File: config.mk
export PLATFORM = sky130hd
export DESIGN_NAME = qau_div_cell
export DESIGN_NICKNAME = d
export VERILOG_FILES = /design/src/hdl/qau_pkg.sv /design/src/hdl/qau_div_cell.sv
export SDC_FILE = /design/constraint.sdc
export NUM_CORES = 1
export LEC_CHECK = 0
export BUFFER_PORTS_ARGS = -buffer_cell sky130_fd_sc_hd__buf_2
export CORE_AREA = 2 2 389 391
export DETAILED_ROUTE_END_ITERATION = 12
export DIE_AREA = 0 0 391 393
export GPL_ROUTABILITY_DRIVEN = 0
export GPL_TIMING_DRIVEN = 0
export SETUP_SLACK_MARGIN = 0.02
export SLEW_MARGIN = 25
export SYNTH_ARGS = -nofsm -noshare
export SYNTH_HDL_FRONTEND = slang
export SYNTH_SLANG_ARGS = --single-unit
export TNS_END_PERCENT = 10
File: constraint.sdc
create_clock -name clk -period 0.8 [get_ports clk]
set_input_delay 0.04 -clock clk [delete_from_list [all_inputs] [get_ports clk]]
set_output_delay 0.04 -clock clk [all_outputs]
set_load 0.02 [all_outputs]
File: src/hdl/qau_pkg.sv
`timescale 1ns / 1ps
// ----------------------------------------------------------------------------
// qau_pkg
// Types and constants of the quaternion arithmetic unit.
// ----------------------------------------------------------------------------
package qau_pkg;

    localparam int DATA_WIDTH = 16;
    localparam int FRAC_BITS  = 14;

    localparam int PW  = 2 * DATA_WIDTH;
    localparam int AW  = 2 * DATA_WIDTH + 4;
    localparam int SW  = 2 * DATA_WIDTH + 1;
    localparam int MW  = DATA_WIDTH + 1;
    localparam int SQW = 2 * MW;
    localparam int RW  = MW + 3;
    localparam int QW  = FRAC_BITS + 1;
    localparam int DRW = MW + 2;
    localparam int NW  = DATA_WIDTH + FRAC_BITS + 2;
    localparam int LATENCY = MW + QW + 3;

    typedef enum logic [1:0] {
        CMD_MUL  = 2'd0,
        CMD_NORM = 2'd1,
        CMD_MAT  = 2'd2,
        CMD_NONE = 2'd3
    } cmd_t;

    typedef struct packed {
        logic [1:0]                   command;
        logic signed [DATA_WIDTH-1:0] a_w;
        logic signed [DATA_WIDTH-1:0] a_x;
        logic signed [DATA_WIDTH-1:0] a_y;
        logic signed [DATA_WIDTH-1:0] a_z;
        logic signed [DATA_WIDTH-1:0] b_w;
        logic signed [DATA_WIDTH-1:0] b_x;
        logic signed [DATA_WIDTH-1:0] b_y;
        logic signed [DATA_WIDTH-1:0] b_z;
    } in_t;

    typedef struct packed {
        logic signed [DATA_WIDTH-1:0] res_0;
        logic signed [DATA_WIDTH-1:0] res_1;
        logic signed [DATA_WIDTH-1:0] res_2;
        logic signed [DATA_WIDTH-1:0] res_3;
        logic signed [DATA_WIDTH-1:0] res_4;
        logic signed [DATA_WIDTH-1:0] res_5;
        logic signed [DATA_WIDTH-1:0] res_6;
        logic signed [DATA_WIDTH-1:0] res_7;
        logic signed [DATA_WIDTH-1:0] res_8;
        logic                         overflow;
        logic                         zero_magnitude;
    } out_t;

    // word handed from cell to cell
    typedef struct packed {
        logic                           valid;
        cmd_t                           cmd;
        logic [8:0][DATA_WIDTH-1:0]     res;
        logic                           ov;
        logic                           zm;
        logic [3:0][DATA_WIDTH-1:0]     mag_abs;
        logic [3:0]                     neg;
        logic [SQW-1:0]                 s;
        logic [RW-1:0]                  rem;
        logic [MW-1:0]                  root;
        logic [3:0][DRW-1:0]            drem;
        logic [3:0][QW-1:0]             quo;
        logic [3:0][QW-1:0]             nbits;
        logic [MW:0]                    dvsr;
    } pipe_t;

endpackage

File: src/hdl/qau_div_cell.sv
`timescale 1ns / 1ps
// ----------------------------------------------------------------------------
// qau_div_cell
// One quotient bit of the four normalize divisions per cell.
// ----------------------------------------------------------------------------
module qau_div_cell (
    input  logic           clk,
    input  logic           rst_n,
    input  qau_pkg::pipe_t word_in,
    output qau_pkg::pipe_t word_out
);

    localparam int QW  = qau_pkg::QW;
    localparam int DRW = qau_pkg::DRW;

    logic [DRW-1:0] r2 [4];
    qau_pkg::pipe_t word_next;
    qau_pkg::pipe_t data_reg;
    logic           valid_reg;

    always_comb
    begin
        word_next = word_in;
        for (int i = 0; i < 4; i++)
        begin
            r2[i] = {word_in.drem[i][DRW-2:0], word_in.nbits[i][QW-1]};
            word_next.nbits[i] = {word_in.nbits[i][QW-2:0], 1'b0};
            if (r2[i] >= {1'b0, word_in.dvsr})
            begin
                word_next.drem[i] = r2[i] - {1'b0, word_in.dvsr};
                word_next.quo[i]  = {word_in.quo[i][QW-2:0], 1'b1};
            end
            else
            begin
                word_next.drem[i] = r2[i];
                word_next.quo[i]  = {word_in.quo[i][QW-2:0], 1'b0};
            end
        end
    end

    always_ff @(posedge clk or negedge rst_n)
    begin
        if (!rst_n)
        begin
            valid_reg <= 1'b0;
        end
        else
        begin
            valid_reg <= word_in.valid;
        end
    end

    always_ff @(posedge clk)
    begin
        data_reg <= word_next;
    end

    always_comb
    begin
        word_out       = data_reg;
        word_out.valid = valid_reg;
    end

endmodule

==> metrics.md <==
| Metric | Value |
|---|---|
| Fill cells | approximately 16k |
| CTS Sinks | ~500 |
| Unrepaired setup endpoints after global routing | yes |
| Mapped cell area | between 0.01 and 0.015 mm² |
| CP Class | in2reg |
| Register area share after synthesis | 67.8% |
| MaxCap Viol Count | 0 |
| Clock slew at reported path FFs | ~60 ps |
| Maximum number of pins on one net before global-route repair | 14 |
| Root Buffer | clkbuf_16 |
| DRC viols | 0 |
| Maximum clock rate | between 400 and 500 MHz |
| Setup TNS | -271,310 ps |
| Vias in the first global route | between 15k and 20k |
| Crit. End Element | register |
| CP arrival | roughly 2600 ps |
| Cells after synthesis | roughly 1.2k |
| HP Start | word_in[1] |
| Slew Limit Headroom | 61.4% |
| Fraction of registers with async set/reset | less than 1% |
| Die height | about 400 µm |
| Top post-synthesis cells by area | dfxtp_1 (68%), ha_1 (6.1%), a21oi_1 (2.5%) |
| Syn Area/Cell | between 10 and 15 µm² |
| Max Root-Sink Buffers | 3 |
| Area grow syn2layout | 142% |
| Power per cell area | about 2200 mW/mm² |
| DR iter-0 viols | roughly 910 |
| I/O pin cnt | between 1k and 1.5k |
| TritonCTS buffer count | between 60 and 70 |
| Top cell type's share of synthesized area | around 68% |
| Die area | between 0.15 and 0.2 mm² |
| Number of H-tree levels | 3 |
| Endpoints failing setup | ~580 |
| Most common cell after layout, fill and taps aside | buf_2 |
| Largest area contributor in the netlist | dfxtp_1 |
| Num rows | 142 |
| Initial Util | approximately 10% |
| Fin cells | 5,084 |
| Worst min-delay path class | in2reg |
| Pre-Repair DR Iteration Count | 5 |
| HPWL after DPL | approximately 110,000 µm |
| Fin crit period | 2000 ps |
| Tot GR Track Use | 16.6% |
| Fin Hold WS | -495 ps |
| Global-route wire length before repair | between 150,000 and 200,000 µm |
| Hold depth | 1 |
| Vias per inst | roughly 3.4 |
| Port bufs | 993 |
| Via count | roughly 17k |
| Fin. Hold Viols | 28 |
| Die W | 391 µm |
| Worst slew pin tran | around 580 ps |
| Startpoint class of the critical path | input pin |
| Avg WL per Cell | between 20 and 30 µm |
| Final nets | about 3.6k |
| Worst VDD drop | between 1500 and 2000 µV |
| Setup WS post-layout | -1200 ps |
| Worst Hold Path EP | word_out[1] |
| Top_reg_cell synth | dfxtp_1 |
| Period utilisation layout | 250% |
| Worst Path Max Fanout | 5 |
| Data required, critical path | 1360 ps |
| Synth warn | 0 |
| Fraction of layout cells with a size suffix above 1 | between 50% and 60% |
| Slew Limit Fails | 0 |
| Max reg flops | 497 |
| Number of synthesized register bits | between 400 and 500 |
| Failing checks | hold timing, setup timing |
| Post-route ant nets | 0 |
| Core area | roughly 0.15 mm² |
| Routed WL | between 100,000 and 150,000 µm |
| Grt ovf | 0 |
| Inst Count DP | between 4k and 5k |
| Leakage power | about 16 nW |
| Status | complete, but fails checks |
| Count of different cell masters after synthesis | 74 |
| Most frequent cells in the layout | buf_2 (857), dlygate4sd3_1 (665), dfxtp_1 (370) |
| Initial antenna violation count | roughly 110 |
| CTS tree | done |
| Number of flops mapped to enable cells by yosys | 0 |
-- cell families after synthesis --
family / synth area share [%]
compound gates: 11.5
xor+xnor: 3.28
fa+ha+maj: 6.67
buf+inv: 2.23
flops: 67.8
mux: 2.75
other cells: 0.0255
simple gates: 5.69
-- stage by stage --
stage / total power [W] / cell area, µm² / hold WS (ps) / setup WS, ps / utilization, %
floorplan: 0.0337 / 14800 / -256 / -1530 / -
global placement: 0.0396 / 22200 / -182 / -2630 / 14.9
detailed placement: 0.0397 / 22200 / -183 / -2560 / 14.9
CTS: 0.0780 / 33400 / -576 / -1120 / 22.4
global route: 0.0819 / 35500 / -560 / -1200 / 23.8
finish: 0.0785 / 35600 / -495 / -1200 / 23.9
-- how the worst max path moves through the flow --
| stage | from | to | slack [ps] |
|---|---|---|---|
| 6_report | word_in[177] | word_out[193] | -1200 |
| 3_5_place_dp | word_in[1] | word_out[186] | -2560 |
| 3_3_place_gp | word_in[1] | word_out[186] | -2630 |
| 5_1_grt | word_in[177] | word_out[193] | -1200 |
| 4_1_cts | word_in[1] | word_out[142] | -1120 |
| 2_1_floorplan | word_in[1] | word_out[192] | -1530 |
-- worst max-delay path, stage by stage --
cell and delay [ps]:
buf_2 100, dlygate4sd3_1 600, ha_4 330, nand3_2 140, o21bai_4 220, nand3_4 110
a21oi_4 80, buf_6 130, o21a_1 170, or4_1 480, nand3b_1 160
-- metal layers --
| layer | up-vias | global-route usage (%) | part of all wire [%] |
|---|---|---|---|
| met5 | - | 0 | 0.11 |
| met4 | 24 | 5.78 | 4.7 |
| met3 | 282 | 8.16 | 13 |
| met2 | 1032 | 27.3 | 46 |
| met1 | 8282 | 18.6 | 37 |
| li1 | 7840 | - | - |
-- what timing repair did --
item | CTS | global route
buffers inserted | 74 | 51
hold endpoints to repair | 495 | 64
setup endpoints to repair | 578 | 578
gates resized for setup | 385 | 550
hold buffers | 657 | 31
gates cloned | 5 | 2
pin swaps | 56 | 87
-- synth_stat cells, drive strengths merged, types with 6 or more instances --
| cell type | number |
|---|---|
| a2111oi | 6 |
| a21o | 33 |
| a21oi | 73 |
| a31oi | 8 |
| and3 | 8 |
| buf | 13 |
| clkbuf | 13 |
| dfxtp | 497 |
| ha | 72 |
| inv | 50 |
| mux2 | 32 |
| nand2 | 43 |
| nand2b | 8 |
| nand3 | 18 |
| nand4 | 8 |
| nor2 | 58 |
| nor2b | 7 |
| nor3 | 6 |
| o21a | 19 |
| o21ai | 52 |
| o21bai | 8 |
| o31ai | 8 |
| xnor2 | 30 |
| xor2 | 25 |
-- where the power goes --
part           leakage [nW]  switching [W]  total [W]  internal, W
logic                  10.3        0.00966     0.0185      0.00880
clock network          1.15         0.0136     0.0325       0.0189
registers              4.21       0.000707     0.0275       0.0268
total                  15.6         0.0240     0.0785       0.0545
-- layout make-up --
| cell class | count | area (µm²) | area share (%) |
|---|---|---|---|
| repair buffers | 1788 | 14100 | 39.6 |
| flip-flops and latches | 498 | 10100 | 28.5 |
| multi-input cells | 599 | 5970 | 16.7 |
| well taps | 1944 | 2430 | 6.83 |
| clock buffers | 88 | 1920 | 5.39 |
| clock inverters | 38 | 447 | 1.25 |
| inverters | 50 | 251 | 0.706 |
| plain buffers | 14 | 180 | 0.506 |
| diodes | 65 | 163 | 0.457 |
No activity file was read; power rests on OpenSTA's default activity.
