## config.mk

```make
export PLATFORM = sky130hd
export DESIGN_NAME = qau_sqrt_cell
export DESIGN_NICKNAME = d
export VERILOG_FILES = /design/src/hdl/qau_pkg.sv /design/src/hdl/qau_sqrt_cell.sv
export SDC_FILE = /design/constraint.sdc
export NUM_CORES = 1
export LEC_CHECK = 0
export ABC_AREA = 0
export ABC_CLOCK_PERIOD_IN_PS = 800
export BUFFER_PORTS_ARGS = -buffer_cell sky130_fd_sc_hd__buf_2
export CORE_AREA = 4 4 387 389
export DETAILED_ROUTE_END_ITERATION = 12
export DIE_AREA = 0 0 391 393
export GPL_TIMING_DRIVEN = 0
export PLACE_DENSITY = 0.32
export RECOVER_POWER = 100
export SLEW_MARGIN = 20
export SYNTH_ARGS = -nofsm -noshare
export SYNTH_HDL_FRONTEND = slang
export SYNTH_SLANG_ARGS = --single-unit
```

## constraint.sdc

```tcl
create_clock -name clk -period 0.8 [get_ports clk]
set_clock_uncertainty 0.15 [all_clocks]
set_input_delay 0.12 -clock clk [delete_from_list [all_inputs] [get_ports clk]]
set_output_delay 0.12 -clock clk [all_outputs]
set_load 0.1 [all_outputs]
```

## src/hdl/qau_pkg.sv

```systemverilog
`timescale 1ns / 1ps
// ----------------------------------------------------------------------------
// qau_pkg
// Types and constants of the quaternion arithmetic unit.
// ----------------------------------------------------------------------------
package qau_pkg;

    localparam int DATA_WIDTH = 16;
    localparam int FRAC_BITS  = 14;

    localparam int PW  = 2 * DATA_WIDTH;
    localparam int AW  = 2 * DATA_WIDTH + 4;
    localparam int SW  = 2 * DATA_WIDTH + 1;
    localparam int MW  = DATA_WIDTH + 1;
    localparam int SQW = 2 * MW;
    localparam int RW  = MW + 3;
    localparam int QW  = FRAC_BITS + 1;
    localparam int DRW = MW + 2;
    localparam int NW  = DATA_WIDTH + FRAC_BITS + 2;
    localparam int LATENCY = MW + QW + 3;

    typedef enum logic [1:0] {
        CMD_MUL  = 2'd0,
        CMD_NORM = 2'd1,
        CMD_MAT  = 2'd2,
        CMD_NONE = 2'd3
    } cmd_t;

    typedef struct packed {
        logic [1:0]                   command;
        logic signed [DATA_WIDTH-1:0] a_w;
        logic signed [DATA_WIDTH-1:0] a_x;
        logic signed [DATA_WIDTH-1:0] a_y;
        logic signed [DATA_WIDTH-1:0] a_z;
        logic signed [DATA_WIDTH-1:0] b_w;
        logic signed [DATA_WIDTH-1:0] b_x;
        logic signed [DATA_WIDTH-1:0] b_y;
        logic signed [DATA_WIDTH-1:0] b_z;
    } in_t;

    typedef struct packed {
        logic signed [DATA_WIDTH-1:0] res_0;
        logic signed [DATA_WIDTH-1:0] res_1;
        logic signed [DATA_WIDTH-1:0] res_2;
        logic signed [DATA_WIDTH-1:0] res_3;
        logic signed [DATA_WIDTH-1:0] res_4;
        logic signed [DATA_WIDTH-1:0] res_5;
        logic signed [DATA_WIDTH-1:0] res_6;
        logic signed [DATA_WIDTH-1:0] res_7;
        logic signed [DATA_WIDTH-1:0] res_8;
        logic                         overflow;
        logic                         zero_magnitude;
    } out_t;

    // word handed from cell to cell
    typedef struct packed {
        logic                           valid;
        cmd_t                           cmd;
        logic [8:0][DATA_WIDTH-1:0]     res;
        logic                           ov;
        logic                           zm;
        logic [3:0][DATA_WIDTH-1:0]     mag_abs;
        logic [3:0]                     neg;
        logic [SQW-1:0]                 s;
        logic [RW-1:0]                  rem;
        logic [MW-1:0]                  root;
        logic [3:0][DRW-1:0]            drem;
        logic [3:0][QW-1:0]             quo;
        logic [3:0][QW-1:0]             nbits;
        logic [MW:0]                    dvsr;
    } pipe_t;

endpackage

```

## src/hdl/qau_sqrt_cell.sv

```systemverilog
`timescale 1ns / 1ps
// ----------------------------------------------------------------------------
// qau_sqrt_cell
// One root bit of the magnitude square root per cell.
// ----------------------------------------------------------------------------
module qau_sqrt_cell (
    input  logic           clk,
    input  logic           rst_n,
    input  qau_pkg::pipe_t word_in,
    output qau_pkg::pipe_t word_out
);

    localparam int MW  = qau_pkg::MW;
    localparam int RW  = qau_pkg::RW;
    localparam int SQW = qau_pkg::SQW;

    logic [RW-1:0]  cur;
    logic [RW:0]    trial;
    qau_pkg::pipe_t word_next;
    qau_pkg::pipe_t data_reg;
    logic           valid_reg;

    always_comb
    begin
        word_next   = word_in;
        cur         = {word_in.rem[RW-3:0], word_in.s[SQW-1 -: 2]};
        trial       = {1'b0, cur} - {{(RW-MW-1){1'b0}}, word_in.root, 2'b01};
        word_next.s = {word_in.s[SQW-3:0], 2'b00};
        if (!trial[RW])
        begin
            word_next.rem  = trial[RW-1:0];
            word_next.root = {word_in.root[MW-2:0], 1'b1};
        end
        else
        begin
            word_next.rem  = cur;
            word_next.root = {word_in.root[MW-2:0], 1'b0};
        end
    end

    always_ff @(posedge clk or negedge rst_n)
    begin
        if (!rst_n)
        begin
            valid_reg <= 1'b0;
        end
        else
        begin
            valid_reg <= word_in.valid;
        end
    end

    always_ff @(posedge clk)
    begin
        data_reg <= word_next;
    end

    always_comb
    begin
        word_out       = data_reg;
        word_out.valid = valid_reg;
    end

endmodule

```

==> out/results.txt, run 1 <==
filler instances -> 15250
Worst EP arrival -> 2.25 ns
most common cell after layout, fill and taps aside -> buf_12
Pre-antenna DRT Iters -> 4
Worst Hold Depth -> 1
fin util -> 24.24%
H-Tree Depth -> 3
CTS max path bufs -> 3
post-DP HPWL -> 65390 um
CP max FO -> 4
Max VDD drop -> 0.001404 V
hold path endpoint -> word_out[217]
row cnt -> 141
CTS tree -> built
overall routing resource usage -> 10.16%
port bufs -> 1001
area delta synth->final -> 216.4%
Ys Warns -> 0
Pwr per Cell Area -> 2252 nW/um2
Post-Layout Inst Area -> 35590 um2
Tmin final -> 1.876 ns
area leader, netlist -> dfxtp_1
Cells after Synth -> 679
Netlist Area Pre-Place -> 11250 um2
Total Wirelength -> 81700 um
Die Y -> 393 um
via count -> 11210
min-delay src -> word_in[216]
core area -> 146800 um2
Netlist cell types -> 42
Root Buffer -> clkbuf_16
Largest register FFs -> 499
Seq/Total Area, Yosys -> 89.05%
maxcap violations -> 0
clock buffer count from CTS -> 67
status -> complete, but fails checks
Vias/cell -> 2.639
initial drt markers -> 242
final worst slack -> -1.076 ns
final worst-path cycle share -> 234.5%
RD Place Congestion -> 0.7520
Hold WS -> -0.5426 ns
Max Slew Vio Count -> 0
fmax -> 533.0 MHz
setup violators final -> 522
vias in the first global route -> 12420
clock transition at the registers of the reported paths -> 0.06 ns
GRT Residual Overflow -> 0
wire length per cell -> 19.23 um
failing checks -> negative hold slack, negative setup slack
crit path launch -> word_in[223]
Antenna Violating Nets Remaining -> 0
Crit. End Element -> flip-flop
DP Area -> 20560 um2
Starting Density -> 7.662%
Synth Area per Inst -> 16.56 um2
most frequent cells in the layout -> buf_12 (506), dfxtp_4 (498), dlygate4sd3_1 (480)
initial antenna violation count -> 23
Crit Path Category -> primary input to flip-flop
final net count -> 2774
flops & latches, synth -> 500
multi-input logic area -> 1364 um2
FF/Latch Area -> 11890 um2
share of the synthesized area in the top cell type -> 88.83%
Fin. Hold Viols -> 281
# clock sinks -> 500
top post-synthesis cells by area -> dfxtp_1 (89%), ha_1 (2.0%), o21ai_2 (1.0%)
share of layout cells above drive strength 1 -> 69.70%
first-pass GRT wire length -> 105300 um
Setup WS pre-CTS -> -2.967 ns
die width -> 391 um
static leakage -> 14.76 nW
die area -> 153700 um2
I/O Pins -> 1006
crit path launch type -> primary input
Hold Crit Class -> primary input to flip-flop
RSZ-0062 raised after global routing -> yes
DRC -> 0
CP required -> 1.17 ns
largest net degree at the start of global routing -> 13
final setup TNS -> -335.25 ns
[worst max-delay path by stage]
| stage | to | slack (ns) | cells after the start |
|---|---|---|---|
| after floorplan | word_out[235] | -1.43 | 9 |
| after global placement | word_out[248] | -2.97 | 12 |
| after detailed placement | word_out[248] | -2.97 | 12 |
| after CTS | word_out[235] | -1.05 | 12 |
| after global routing | word_out[235] | -1.07 | 12 |
| final | word_out[235] | -1.08 | 12 |
[cell usage after synthesis]
master / n
xnor2_1: 7
o41ai_1: 1
o211ai_1: 2
a211oi_1: 1
nand2_1: 23
o31ai_1: 2
nand3_1: 3
nor4_1: 1
and2_1: 1
dfrtp_1: 1
buf_6: 4
a21oi_1: 9
a21o_1: 8
nor2_1: 9
conb_1: 1
dfxtp_1: 499
inv_1: 22
o21ai_0: 11
and3_1: 1
xor2_1: 10
a311o_1: 1
nor3b_1: 1
o21a_1: 2
a21o_2: 2
o21ai_1: 1
o211a_1: 1
a21oi_2: 1
o21ai_2: 13
and3_2: 1
clkbuf_1: 3
mux2_2: 1
nand2b_1: 3
buf_4: 3
ha_1: 18
and2_4: 1
a31oi_1: 1
nand4_1: 2
a31oi_4: 1
nor2b_1: 4
a41o_2: 1
a211oi_2: 1
o31a_1: 1
[metrics by stage]
step	power, mW	std cells
floorplan	38.76	680
global placement	42.75	3611
detailed placement	42.69	3611
CTS	81.93	4216
global route	83.66	4237
finish	80.15	4248
[cells by family after synthesis]
| family | count (synthesis) | synth area share, % |
|---|---|---|
| adder cells (fa/ha/maj) | 18 | 2.003 |
| AND/OR/NAND/NOR | 50 | 2.081 |
| multiplexers | 1 | 0.1001 |
| buffers and inverters | 32 | 1.435 |
| AO/OA/AOI/OAI | 60 | 3.972 |
| other | 1 | 0.03335 |
| XOR/XNOR | 17 | 1.324 |
| flip-flops | 500 | 89.05 |
[where the power goes]
part           total (mW)  switching, mW  internal [mW]
Clock                30.1           12.5           17.6
Combinational        22.9           14.1           8.79
Sequential           27.2           1.32           25.9
[area by class of cell]
cell class	count	area share, %
multi-input combinational	148	3.832
buffer	9	0.2496
timing repair buffer	1504	49.21
antenna	14	0.09845
clock buffer	76	4.806
inverter	22	0.2531
sequential	500	33.40
tap	1930	6.786
clock inverter	45	1.368
[repair_timing]
| action | in CTS | in global routing |
|---|---|---|
| hold buffers | 473 | 7 |
| hold endpoints to repair | 501 | 459 |
| pin swaps | 12 | 25 |
| gates cloned | 0 | 2 |
| gates resized for setup | 2041 | 40 |
| setup endpoints to repair | 521 | 521 |
| setup buffers | 11 | 10 |
[per-layer routing]
metal  wire (um)  part of all wire (%)  GRT usage [%]
met5          75                 0.092              0
met4        2916                   3.6          3.801
met2       40760                    50          17.21
met3        8386                    10          4.652
met1       29570                    36          11.12
[worst max-delay path, cell delays in order]
cell and delay (ns):
buf_2 0.12, inv_2 0.08, ha_4 0.21, a21o_4 0.20, a311o_1 0.28, a21o_1 0.17, a21oi_2 0.18, o21ai_4 0.10
a31oi_4 0.24, buf_6 0.14, buf_6 0.10, mux2_4 0.30
No activity file was read; power rests on OpenSTA's default activity.
==> run 2, diff against run 1 <==
Settings changed: SKIP_CTS_REPAIR_TIMING set to 1.
==> run 2 against run 1 <==
Net effect:
- the run still ends with negative hold slack, negative setup slack left
- clock-buffer cell count unchanged
- clock power about the same
- utilization about the same
- setup slack got worse by 0.039 ns
- cell count about the same
- combinational power about the same
- critical path type unchanged
- largest cell class unchanged
==> out/results.txt, run 2 (synthesis results as in run 1) <==
status -> complete, but fails checks
failing checks -> negative hold slack, negative setup slack
RSZ-0062 raised after global routing -> yes
overall routing resource usage -> 9.298% (-0.86 points)
GRT Residual Overflow -> 0 (unchanged)
final net count -> 2769 (-0.18%)
Worst EP arrival -> 2.29 ns (+0.04 ns)
maxcap violations -> 0 (unchanged)
die width -> 391 um (unchanged)
Slew headroom -> 64.85%
Worst Hold Depth -> 1 (unchanged)
clock transition at the registers of the reported paths -> 0.06 ns (about the same)
clock share of power -> 37.5% (about the same)
initial antenna violation count -> 26 (+13%)
final worst slack -> -1.115 ns (-0.03863 ns)
Max Slew Vio Count -> 0 (unchanged)
switch share -> 34.86% (about the same)
Int Power -> 52.20 mW (about the same)
Setup WS pre-CTS -> -2.967 ns (unchanged)
CP max FO -> 3 (-1)
RD Place Congestion -> 0.7520 (unchanged)
CP required -> 1.17 ns (about the same)
Root Buffer -> clkbuf_16
die area -> 153700 um2 (unchanged)
crit path launch type -> primary input
row cnt -> 141 (unchanged)
part of the power in registers -> 33.9% (about the same)
post-DP HPWL -> 65390 um (unchanged)
Slew @ Worst Pin -> 0.5272 ns
clock buffer count from CTS -> 67 (unchanged)
most common cell after layout, fill and taps aside -> buf_12
CTS max path bufs -> 3 (unchanged)
first-pass GRT wire length -> 92550 um (-12%)
vias in the first global route -> 9540 (-23%)
Max VDD drop -> 0.001403 V (about the same)
Antenna Violating Nets Remaining -> 0 (unchanged)
Total Wirelength -> 82140 um (+0.53%)
CTS tree -> built
Die Y -> 393 um (unchanged)
wire length per cell -> 19.34 um (+0.55%)
Pre-antenna DRT Iters -> 4 (unchanged)
Pwr per Cell Area -> 2256 nW/um2 (+0.15%)
core area -> 146800 um2 (unchanged)
Largest register FFs -> 499 (unchanged)
setup violators final -> 521 (-0.19%)
Tmin final -> 1.915 ns (+0.03863 ns)
Final Power -> 80.14 mW (about the same)
largest net degree at the start of global routing -> 13 (unchanged)
Hold Crit Class -> primary input to flip-flop
fmax -> 522.3 MHz (-2.0%)
H-Tree Depth -> 3 (unchanged)
Fin. Hold Viols -> 275 (-2.1%)
Switch Pwr -> 27.94 mW (about the same)
# clock sinks -> 500 (unchanged)
final worst-path cycle share -> 239.3% (+4.8 points)
DRC -> 0 (unchanged)
static leakage -> 14.71 nW (-0.31%)
most frequent cells in the layout -> buf_12 (506), dfxtp_4 (498), dlygate4sd3_1 (480)
Crit Path Category -> primary input to flip-flop
initial drt markers -> 229 (-5.4%)
port bufs -> 1001 (unchanged)
Starting Density -> 7.662% (unchanged)
I/O Pins -> 1006 (unchanged)
share of layout cells above drive strength 1 -> 69.64% (about the same)
via count -> 11380 (+1.5%)
combinational power share -> 28.5% (about the same)
area delta synth->final -> 215.9%
Post-Layout Inst Area -> 35530 um2 (-0.17%)
Hold WS -> -0.5436 ns (-0.001045 ns)
Crit. End Element -> flip-flop
DP Area -> 20560 um2 (unchanged)
Vias/cell -> 2.680 (+1.5%)
## run 2: changes by cell type in the layout (fill, tap and decap cells not counted), sizes merged
cell    before  now
inv         26   27
clkinv      26   25
clkbuf     160  158
buf        949  946
diode       14   18
## run 2: layout make-up
class	instances	area, um2
clock buffers	76	1710
repair buffers	1500	17490
diodes	18	45.04
clock inverters	45	486.7
plain buffers	8	88.84
multi-input cells	148	1323
fillers	15250	111300
inverters	22	87.58
flip-flops and latches	500	11890
well taps	1930	2415
## run 2: critical path, cell delays in order
cell     delay [ns]
buf_12         0.11
inv_6          0.04
ha_4           0.18
nor2b_4        0.12
o31a_1         0.33
o21ai_4        0.27
o211a_4        0.23
o21ai_4        0.08
a31oi_4        0.22
buf_6          0.15
buf_6          0.10
mux2_4         0.29
## run 2: power by group through the flow
stage	clock network (mW)	registers, mW	logic, mW
floorplan	0	37.8	0.955
detailed placement	0	26.8	15.9
CTS	31.8	26.2	16.0
global route	32.7	27.3	23.6
finish	30.1	27.2	22.9
global placement	0	26.8	16.0
## run 2: metrics by stage
step	setup TNS, ns	cells	util (%)
6_report	-335.95	4247	24.20
5_1_grt	-383.61	4236	24.19
4_1_cts	-532.56	3732	15.51
3_5_place_dp	-168.69	3611	14.01
3_3_place_gp	-169.41	3611	14.01
2_1_floorplan	-28.57	680	-
## run 2: path summary, 6_finish.rpt
path                         startpoint       endpoint  slack (ns)
worst max-delay path       word_in[214]  word_out[235]       -1.11
max in group asynchronous         rst_n      valid_reg        0.21
min in group asynchronous         rst_n      valid_reg        0.18
worst min-delay path       word_in[215]  word_out[216]       -0.54
## run 2: layer usage
metal / share of wire (%) / up-vias / track usage, %
met1: 36 / 5334 / 9.960
met2: 50 / 559 / 15.72
met4: 3.7 / 14 / 3.237
met5: 0.11 / - / 0
met3: 10 / 123 / 4.803
li1: - / 5350 / -
==> run 3, diff against run 2 <==
Settings changed: HOLD_SLACK_MARGIN set to 0.03, SETUP_SLACK_MARGIN set to 0.3.
==> run 3 against run 2 <==
Net effect:
- the run still ends with negative hold slack, negative setup slack left
- global-route usage is the same
- critical path type unchanged
- sequential power is essentially flat
- via count about the same
- clock power hardly changed
- critical endpoint unchanged
- largest power group unchanged
==> out/results.txt, run 3 (synthesis results as in run 1) <==
Worst EP arrival -> 2.33 ns (+0.04 ns)
Max Slew Vio Count -> 0 (unchanged)
filler instances -> 15260 (+0.085%)
Antenna Violating Nets Remaining -> 0 (unchanged)
CP max stage cell -> o31a_1
placed insts -> 3611 (unchanged)
slowest stage delay, CP -> 0.33 ns (about the same)
via count -> 11370 (-0.070%)
Switch Pwr -> 27.93 mW (about the same)
failing checks -> negative hold slack, negative setup slack
combinational power share -> 28.5% (about the same)
Crit. End Element -> flip-flop
initial antenna violation count -> 25 (-3.8%)
switch share -> 34.86% (about the same)
initial drt markers -> 228 (-0.44%)
FF/Latch Area -> 11880 um2 (about the same)
static leakage -> 14.68 nW (-0.21%)
Starting Density -> 7.662% (unchanged)
maxcap violations -> 0 (unchanged)
crit path launch type -> primary input
Tmin final -> 1.962 ns (+0.04698 ns)
Vias/cell -> 2.683 (+0.12%)
status -> complete, but fails checks
clock share of power -> 37.6% (about the same)
Crit Path Category -> primary input to flip-flop
Hold WS -> -0.5469 ns (-0.003302 ns)
RD Place Congestion -> 0.7520 (unchanged)
Int Power -> 52.17 mW (about the same)
vias in the first global route -> 9540 (unchanged)
Pre-antenna DRT Iters -> 4 (unchanged)
setup violators final -> 521 (unchanged)
largest net degree at the start of global routing -> 13 (unchanged)
RSZ-0062 raised after global routing -> yes
min-delay src -> word_in[216]
CTS tree -> built
die width -> 391 um (unchanged)
Layout Cells excl Fill -> 4239 (-0.19%)
part of the power in registers -> 33.9% (about the same)
port bufs -> 1001 (unchanged)
die area -> 153700 um2 (unchanged)
multi-input logic area -> 1323 um2 (unchanged)
Fin. Hold Viols -> 279 (+1.5%)
hold path endpoint -> word_out[217]
Max VDD drop -> 0.001404 V (about the same)
CP required -> 1.17 ns (about the same)
fmax -> 509.8 MHz (-2.4%)
Hold Crit Class -> primary input to flip-flop
# clock sinks -> 500 (unchanged)
wire length per cell -> 19.34 um (about the same)
final worst slack -> -1.162 ns (-0.04698 ns)
Slew headroom -> 63.37% (-1.5 points)
Total Wirelength -> 81970 um (-0.20%)
Pwr per Cell Area -> 2260 nW/um2 (+0.19%)
area delta synth->final -> 215.2%
most common cell after layout, fill and taps aside -> buf_12
worst path cell trace -> buf_12, inv_6, ha_4, nor2b_4, o31a_1, o21ai_4, o211a_4, o21ai_4, a31oi_4, buf_6, buf_6, mux2_4
most frequent cells in the layout -> buf_12 (506), dfxtp_4 (498), dlygate4sd3_1 (470)
Largest register FFs -> 499 (unchanged)
final worst-path cycle share -> 245.2% (+5.9 points)
Worst Hold Depth -> 1 (unchanged)
share of layout cells above drive strength 1 -> 69.93% (+0.29 points)
row cnt -> 141 (unchanged)
GRT Residual Overflow -> 0 (unchanged)
core area -> 146800 um2 (unchanged)
post-DP HPWL -> 65390 um (unchanged)
clock transition at the registers of the reported paths -> 0.06 ns (about the same)
CP max FO -> 3 (unchanged)
I/O Pins -> 1006 (unchanged)
overall routing resource usage -> 9.298% (unchanged)
clock buffer count from CTS -> 67 (unchanged)
Root Buffer -> clkbuf_16
Slew @ Worst Pin -> 0.5494 ns (+0.02223 ns)
first-pass GRT wire length -> 92550 um (unchanged)
DRC -> 0 (unchanged)
final net count -> 2761 (-0.29%)
H-Tree Depth -> 3 (unchanged)
CTS max path bufs -> 3 (unchanged)
Die Y -> 393 um (unchanged)
## run 3: worst max-delay path by stage
stage               slack (ns)            end    startpoint
floorplan                -1.43  word_out[235]  word_in[214]
global placement         -2.97  word_out[248]  word_in[214]
detailed placement       -2.97  word_out[248]  word_in[214]
CTS                      -2.24  word_out[248]  word_in[214]
global route             -1.11  word_out[235]  word_in[231]
finish                   -1.16  word_out[235]  word_in[214]
## run 3: routing by layer
layer | GRT usage [%] | vias to the layer above | share of wire, %
met2 | 15.72 | 570 | 50
li1 | - | 5334 | -
met5 | 0 | - | 0.099
met4 | 3.237 | 14 | 3.7
met3 | 4.803 | 123 | 10
met1 | 9.960 | 5331 | 36
## run 3: layout make-up
cell class	instances	share of cell area, %
well taps	1930	6.813
diodes	18	0.1271
plain buffers	10	0.2965
multi-input cells	148	3.731
clock buffers	76	4.826
clock inverters	45	1.373
flip-flops and latches	500	33.53
inverters	22	0.2471
repair buffers	1490	49.06
## run 3: worst max-delay path: cells and delay by family
family	cells	cell delay, ns
compound gates	5	1.19
fa+ha+maj	1	0.18
buf+inv	4	0.40
mux	1	0.29
simple gates	1	0.12
## run 3: power groups by stage
stage               logic [mW]  clock network (mW)  registers (mW)
CTS                       16.0                31.8            26.2
detailed placement        15.9                   0            26.8
floorplan                0.955                   0            37.8
finish                    22.8                30.1            27.2
global placement          16.0                   0            26.8
global route              23.6                32.7            27.3
## run 3: through the flow
stage	utilization [%]	cell area [um2]	setup WS (ns)	setup TNS, ns	total power [mW]
after global placement	14.01	20560	-2.966	-169.41	42.75
after global routing	24.13	35410	-1.106	-383.52	83.57
final	24.15	35440	-1.162	-336.79	80.10
after CTS	15.51	22760	-2.236	-532.56	74.00
after detailed placement	14.01	20560	-2.967	-168.69	42.69
after floorplan	-	13140	-1.425	-28.57	38.76
